**src/rtl/core/kvmt_pkg.sv**
```systemverilog
// ----------------------------------------------------------------------------
// Key/value memo table package
// Shared types, constants and controller codes for the memo table core.
// ----------------------------------------------------------------------------
package kvmt_pkg;

  // Field widths fixed by the item format.
  localparam int KEY_W = 64;
  localparam int VAL_W = 32;

  // Default number of table entries (power of two).
  localparam int DEF_TABLE_ENTRIES = 512;

  // Input item.
  typedef struct packed {
    logic [KEY_W-1:0] lookup_key;
    logic [VAL_W-1:0] fill_value;
  } in_t;

  // Result item.
  typedef struct packed {
    logic [VAL_W-1:0] result_value;
    logic             was_hit;
  } out_t;

  // Controller states.
  typedef enum logic [1:0] {
    ST_IDLE,
    ST_SEARCH,
    ST_WRITE,
    ST_FINISH
  } state_t;

  // Commands from the controller to the datapath.
  typedef struct packed {
    logic accept;    // latch a new input item and restart the scan
    logic scan;      // issue the next table read
    logic set_zero;  // result is zero, no hit
    logic set_hit;   // result is the value read from the matching entry
    logic write;     // store the pair and take the fill value as result
    logic load_out;  // move the result into the output register
  } cmd_t;

  // Status from the datapath to the controller.
  typedef struct packed {
    logic key_zero;  // latched key is zero
    logic hit;       // the entry read last cycle matches the key
    logic miss;      // all filled entries were compared without a match
  } sts_t;

endpackage

```
**src/rtl/core/kvmt_ctrl.sv**
```systemverilog
// ----------------------------------------------------------------------------
// Memo table controller
// Sequences accept, search, write-back and result transfer, and owns the
// handshake flags of both channels.
// ----------------------------------------------------------------------------
module kvmt_ctrl (
  input  logic           clk,
  input  logic           rst_n,
  input  logic           in_valid,
  output logic           in_ready,
  output logic           out_valid,
  input  logic           out_ready,
  input  kvmt_pkg::sts_t sts,
  output kvmt_pkg::cmd_t cmd
);

  import kvmt_pkg::*;

  state_t state_r, state_nxt;
  logic   out_valid_r, out_valid_nxt;

  // State register and output valid flag.
  always_ff @(posedge clk) begin
    if (!rst_n) begin
      state_r     <= ST_IDLE;
      out_valid_r <= 1'b0;
    end else begin
      state_r     <= state_nxt;
      out_valid_r <= out_valid_nxt;
    end
  end

  // Next state and commands.
  always_comb begin
    state_nxt = state_r;
    cmd       = '0;
    in_ready  = 1'b0;

    unique case (state_r)
      ST_IDLE: begin
        in_ready = 1'b1;
        if (in_valid) begin
          cmd.accept = 1'b1;
          state_nxt  = ST_SEARCH;
        end
      end
      ST_SEARCH: begin
        if (sts.key_zero) begin
          cmd.set_zero = 1'b1;
          state_nxt    = ST_FINISH;
        end else if (sts.hit) begin
          cmd.set_hit = 1'b1;
          state_nxt   = ST_FINISH;
        end else if (sts.miss) begin
          state_nxt = ST_WRITE;
        end else begin
          cmd.scan = 1'b1;
        end
      end
      ST_WRITE: begin
        cmd.write = 1'b1;
        state_nxt = ST_FINISH;
      end
      ST_FINISH: begin
        // The result moves out once the output register is free.
        if (!out_valid_r || out_ready) begin
          cmd.load_out = 1'b1;
          state_nxt    = ST_IDLE;
        end
      end
      default: begin
        state_nxt = ST_IDLE;
      end
    endcase

    out_valid_nxt = cmd.load_out || (out_valid_r && !out_ready);
  end

  assign out_valid = out_valid_r;

endmodule

```
**config.mk**
```make
export PLATFORM = sky130hd
export DESIGN_NAME = kvmt_ctrl
export DESIGN_NICKNAME = d
export VERILOG_FILES = /design/src/rtl/core/kvmt_pkg.sv /design/src/rtl/core/kvmt_ctrl.sv
export SDC_FILE = /design/constraint.sdc
export NUM_CORES = 1
export LEC_CHECK = 0
export BUFFER_PORTS_ARGS = -buffer_cell sky130_fd_sc_hd__clkbuf_2
export CAP_MARGIN = 40
export CORE_AREA = 3 3 40 42
export CTS_CLUSTER_DIAMETER = 60
export CTS_CLUSTER_SIZE = 20
export DETAILED_ROUTE_END_ITERATION = 8
export DIE_AREA = 0 0 43 45
export GPL_ROUTABILITY_DRIVEN = 0
export PLACE_DENSITY = 0.52
export SYNTH_ARGS = -nofsm -noshare
export SYNTH_HDL_FRONTEND = slang
export SYNTH_SLANG_ARGS = --single-unit
```
**constraint.sdc**
```tcl
create_clock -name clk -period 2.1 [get_ports clk]
set_clock_uncertainty 0.1 [all_clocks]
set_input_delay 0.42 -clock clk [delete_from_list [all_inputs] [get_ports clk]]
set_output_delay 0.42 -clock clk [all_outputs]
set_load 0.1 [all_outputs]
```
Word-level counts from Yosys, hierarchy flattened
Cells that the tools add are included.
{ "classes": {"eq_ne": 6, "mux": 19, "reduce_logical": 7} }
{ "op_table": {"columns": ["cell", "n"], "rows": [
  ["$mux 1", 12],
  ["$mux 2", 5],
  ["$pmux 2 s4", 1],
  ["$eq 2x2->1 const B", 2],
  ["$ne 2x2->1 const B", 2],
  ["$ne 4x4->1 const B", 1],
  ["$mux 3", 1],
  ["$reduce_and 3->1", 1],
  ["$eq 2x1->1 const B", 1],
  ["$logic_not 1->1", 2],
  ["$logic_not 2->1", 1],
  ["$logic_or 1x1->1", 2],
  ["$logic_and 1x1->1", 1]
]} }
{ "word_totals": {"register_bits": 3, "inputBits": 7, "out_inout_bits": 8} }

Logic depth before layout (Yosys ltp)
Gate-level depths: netlist of the first run.
{ "logic_depth": {"ltp_word": 5, "depth_mapped": 5, "depth_no_buf": 5} }

Least setup slack after synthesis of the first run
Ideal clock, no wire load.
{ "synth_path": {"kind": "register to output", "from": "register out_valid_r (netlist: out_valid)", "to": "output cmd[0] in the netlist's numbering", "arrival_ns": 2.973, "required_time_ns": 1.580, "slack_ns": -1.393, "stages_incl_launch_ff": 2, "n_path_buf": 0, "path_cell_list": "dfxtp_1 a21boi_0"} }
{ "synth_lines": {"columns": ["element", "line", "rtl"], "rows": [
  ["start, declared", "kvmt_ctrl.sv:20", "logic out_valid_r, out_valid_nxt;"],
  ["start signal, assigned", "kvmt_ctrl.sv:29", "out_valid_r <= out_valid_nxt;"],
  ["end, declared", "kvmt_ctrl.sv:14", "output kvmt_pkg::cmd_t cmd"]
]} }

==> flow_summary.ini, run 1 <==
[sta]
finalSetupViolCount = 0
drv_slew = 0
fmax_ghz = 0.521
worstMarginPinSlew_ns = 0.540
final-hold-violation-count = 0
slew_headroom = 0.642
rsz0062_at_grt = no
fin_crit_ns = 1.92
period_share = 0.913

[status]
status = completed

[global_routing]
grt_max_degree = 6
grt_pass1_wl_um = 972
gr-total-overflow = 0
grt_pass1_vias = 242
grt_usage = 0.0757
antenna_found_initial = 0

[route]
drcViolationCount = 0
via_count = 262
first_pass_iters = 2
ant_nets = 0
first_iter_violations = 1
drt-met1-wl_um = 220
wl_met2_um = 302
drt-wirelength-per-cell_um = 9.37
highest_layer = met4
drt_wl_total_um = 581
met3WireLength_um = 44
viasPerCell = 4.23

[cts]
cts_buffers = 3
path_clk_slew_ns = 0.04
cts_root_buffer = clkbuf_4
cts.sinks = 3
h-tree-depth = 1
clkLatencyLatePin_ns = 0.24
cts_resized = 0
clockBufferDepth = 2
cts_setup_buffers = 0
cts_tree = yes
cts_hold_buf = 0

[setup_path]
critical_path_class = register to output port
path_cells = ha_1 > a21boi_2 > clkbuf_2
end_kind = output port
crit_fanout = 4
crit_path_top_delay_cell = clkbuf_2
cp.required_ns = 1.58
slowest_delay_ns = 0.46
cp-start-kind = register
crit_arrival_ns = 1.40

[synthesis]
synth.cell_area_um2 = 273
syn_inst = 29
synth.area.top_cells = dfxtp_1, ha_1, nor4b_4, o32ai_2, inv_1
ys_seq_elements = 3
synth_area_leader_cell = dfxtp_1
synth_top_area_share = 0.220
synth.net_count = 40
seq_area_frac_synth = 0.220
yosys.cell_types.count = 18
yosys_warnings = 0
postSynthAreaPerCell_um2 = 9.41

[cells_and_area]
nets = 59
areaGrowthSynthToFinish_pct = 57.8
antenna_cells = 0
fin_util = 0.335
final_area_um2 = 430
drive_gt1_frac = 0.617
stdcell_count = 62
fillers = 143

[flow_run]
maxCapViolations = 0

[floorplanning]
start_util = 0.212
die_width_um = 43
die_h_um = 45
num_rows = 13
ioPinCount = 15
core_mm2 = 0.00128
die_area_mm2 = 0.00194

[hold_path]
hp-class = input port to register

[placed_design]
place_inst = 58
dpl_cell_area_um2 = 404
portBuffers = 14
dp_hpwl_um = 497
cell usage after synthesis:
| master | instances |
|---|---|
| o32ai_2 | 1 |
| nor4b_1 | 1 |
| nor4b_4 | 1 |
| inv_1 | 4 |
| mux2i_1 | 1 |
| ha_1 | 4 |
| and2_2 | 1 |
| nor2_1 | 1 |
| nand2_1 | 3 |
| dfxtp_1 | 3 |
| and2_1 | 1 |
| and3b_1 | 1 |
| a21oi_1 | 2 |
| and2b_1 | 1 |
| a21boi_0 | 1 |
| or3_4 | 1 |
| and3b_2 | 1 |
| o21ai_0 | 1 |
cells in the final DEF (no fill, tap or decap):
cell | Yosys | routed
and3b_2 | 1 | 1
ha_4 | 0 | 1
dfxtp_1 | 3 | 1
ha_1 | 4 | 2
a21boi_2 | 0 | 1
buf_12 | 0 | 1
ha_2 | 0 | 1
or3_4 | 1 | 1
nor2_1 | 1 | 1
clkbuf_2 | 0 | 11
mux2i_1 | 1 | 1
and2_2 | 1 | 2
buf_4 | 0 | 2
nor4b_1 | 1 | 1
o21ai_0 | 1 | 1
nor4b_4 | 1 | 1
dfxtp_2 | 0 | 2
nand2_1 | 3 | 3
o32ai_2 | 1 | 1
clkbuf_4 | 0 | 3
a21oi_1 | 2 | 2
and2b_1 | 1 | 1
and3b_1 | 1 | 1
clkbuf_1 | 0 | 1
inv_1 | 4 | 3
inv_2 | 0 | 1
final timing paths:
path / cells after the start / endpoint / slack (ns) / from
setup / recovery: 3 / cmd[0] / 0.18 / state_r[0]
hold / removal: 3 / state_r[1] / 0.36 / rst_n
setup reg to reg: 5 / state_r[0] / 0.44 / state_r[0]
hold reg to reg: 2 / state_r[1] / 0.40 / state_r[1]
through the flow:
stage / TNS (ns) / hold slack [ns] / setup slack [ns]
floorplan: -0.356 / 0.370 / -0.123
detailed placement: 0 / 0.402 / 0.412
global route: 0 / 0.357 / 0.0822
CTS: 0 / 0.349 / 0.161
finish: 0 / 0.357 / 0.182
global placement: 0 / 0.400 / 0.423
critical path, delay by kind of cell, from the launching register on:
family / cells / cell delay [ns]
buffers and inverters: 1 / 0.46
flip-flops: 1 / 0.36
adder cells (fa/ha/maj): 1 / 0.19
AO/OA/AOI/OAI: 1 / 0.15
cell families after synthesis:
group,count (synthesis),synth area share
compound gates,5,0.142
fa+ha+maj,4,0.183
buf+inv,4,0.0550
flops,3,0.220
mux,1,0.0367
simple gates,12,0.362
registers in the layout (all words and copies together) (netlist names):
register,count
out_valid,1
state_r,2
cell type report:
type                            instances  area, um^2  share of cell area
Tap cell                               15        18.8              0.0436
Clock buffer                            4        26.3              0.0610
Timing Repair Buffer                   14        90.1               0.209
Inverter                                4        15.0              0.0349
Sequential cell                         3        62.6               0.145
Multi-Input combinational cell         22         218               0.506
per-layer routing:
| metal | vias up | track usage |
|---|---|---|
| met4 | 0 | 0.108 |
| met5 | - | 0 |
| met3 | 2 | 0.0279 |
| met2 | 10 | 0.117 |
| li1 | 134 | - |
| met1 | 116 | 0.0649 |
Power of run 1 is left out: the tool's default activity adds up to more than one toggle a clock period on the data nets, which glitch-free logic cannot reach.
==> run 2, diff against run 1 <==
Settings changed: CTS_CLUSTER_DIAMETER 60 to 150, MAX_ROUTING_LAYER set to met4, PLACE_DENSITY 0.52 to 0.54.
Clock period 2.1 ns to 1.7 ns, I/O delays scaled along.
==> run 2 against run 1 <==
The flow now finishes with violations (negative setup slack). Clock-buffer cell count unchanged. Worst hold slack got worse by 0.083 ns. Sequential cell count unchanged. Register-to-register slack got worse by 0.40 ns. Global-route usage grew 1.1 points.
==> flow_summary.ini, run 2 (same netlist as run 1, synthesis figures left out) <==
[cts]
path_clk_slew_ns = 0.04
clkLatencyLatePin_ns = 0.23
cts.sinks = 3
cts_hold_buf = 0
h-tree-depth = 1
cts_tree = yes
clockBufferDepth = 2
cts_buffers = 3
cts_root_buffer = clkbuf_4

[global_routing]
busiest_layer = met2
grt_pass1_vias = 291
grt_pass1_wl_um = 1190
grt_util_met2 = 0.147
grt_usage = 0.0865
grtUsageMet1 = 0.0815
use_met3 = 0.0359
gr-total-overflow = 0
antenna_found_initial = 0
grt_max_degree = 5

[setup_path]
cp-start-kind = register
crit_arrival_ns = 1.31
end_kind = output port
worstSetupStartpoint = state_r[1]
r2r-start = state_r[1]
cp.required_ns = 1.26
crit_fanout = 4
reg2reg_setup_slack_ns = 0.04
critical_path_class = register to output port

[floorplanning]
core_mm2 = 0.00128
die_h_um = 45
num_rows = 13
die_area_mm2 = 0.00194
ioPinCount = 15
die_width_um = 43
start_util = 0.212

[route]
drt_wl_total_um = 785
drt-wirelength-per-cell_um = 11.7
ant_nets = 0
first_iter_violations = 0
viasPerCell = 4.34
drcViolationCount = 0
via_count = 291
first_pass_iters = 1

[placed_design]
portBuffers = 14
dpl_cell_area_um2 = 505
dp_hpwl_um = 594

[cells_and_area]
seq_area_um2 = 67.6
regMostFlops = state_r
largest_reg_flops = 2
areaGrowthSynthToFinish_pct = 110
fillers = 132
nets = 64
final_area_um2 = 573
mostFrequentLayoutCells = clkbuf_2, buf_12, buf_4, nand2_1, clkbuf_4
multi_input_area_um2 = 226
antenna_cells = 0
drive_gt1_frac = 0.673

[sta]
worstMarginPinSlew_ns = 0.545
drv_slew = 0
finalSetupViolCount = 2
final-hold-violation-count = 0
slew_headroom = 0.638
fin_crit_ns = 1.75
setup_slack_ns = -0.0471
rsz0062_at_grt = yes
period_share = 1.03
fmax_ghz = 0.572

[hold_path]
min_from = rst_n
hp-class = input port to register

[status]
violations = negative setup slack
status = finished, violations left

[flow_run]
maxCapViolations = 0
==> run 2: final timing paths <==
check | cells past startpoint | end
worst max-delay path | 5 | cmd[4]
worst min-delay path | 3 | state_r[1]
worst max register to register | 5 | state_r[0]
worst min register to register | 2 | state_r[0]
==> run 2: critical path, stage by stage (launching register included) <==
cell,delay [ns]
dfxtp_4,0.35
inv_4,0.06
ha_4,0.13
nor4b_4,0.21
buf_4,0.16
buf_12,0.16
==> run 2: final cells by class <==
| cell class | count | share of cell area |
|---|---|---|
| inverters | 4 | 0.0306 |
| well taps | 15 | 0.0328 |
| clock buffers | 4 | 0.0459 |
| repair buffers | 19 | 0.378 |
| multi-input cells | 22 | 0.395 |
| flip-flops and latches | 3 | 0.118 |
==> run 2: metrics by stage <==
step	cells	util	setup WS [ns]	hold slack [ns]	setup TNS (ns)
2_1_floorplan	29	-	-0.523	0.370	-1.93
3_3_place_gp	60	0.393	0.0847	0.386	0
3_5_place_dp	60	0.393	0.0439	0.406	0
4_1_cts	66	0.431	-0.0740	0.263	-0.130
5_1_grt	67	0.446	-0.110	0.267	-0.256
6_report	67	0.446	-0.0471	0.274	-0.0697
==> run 2: timing repair <==
item,in CTS,in global routing
buffers inserted,2,1
endpoints found under the setup margin,2,2
gates resized for setup,3,3
==> run 2: routing by layer <==
layer	vias to the layer above	wire, um
met3	0	68
li1	148	-
met4	0	0
met2	12	424
met5	-	0
met1	131	292
Power of run 2 is left out for the same reason.
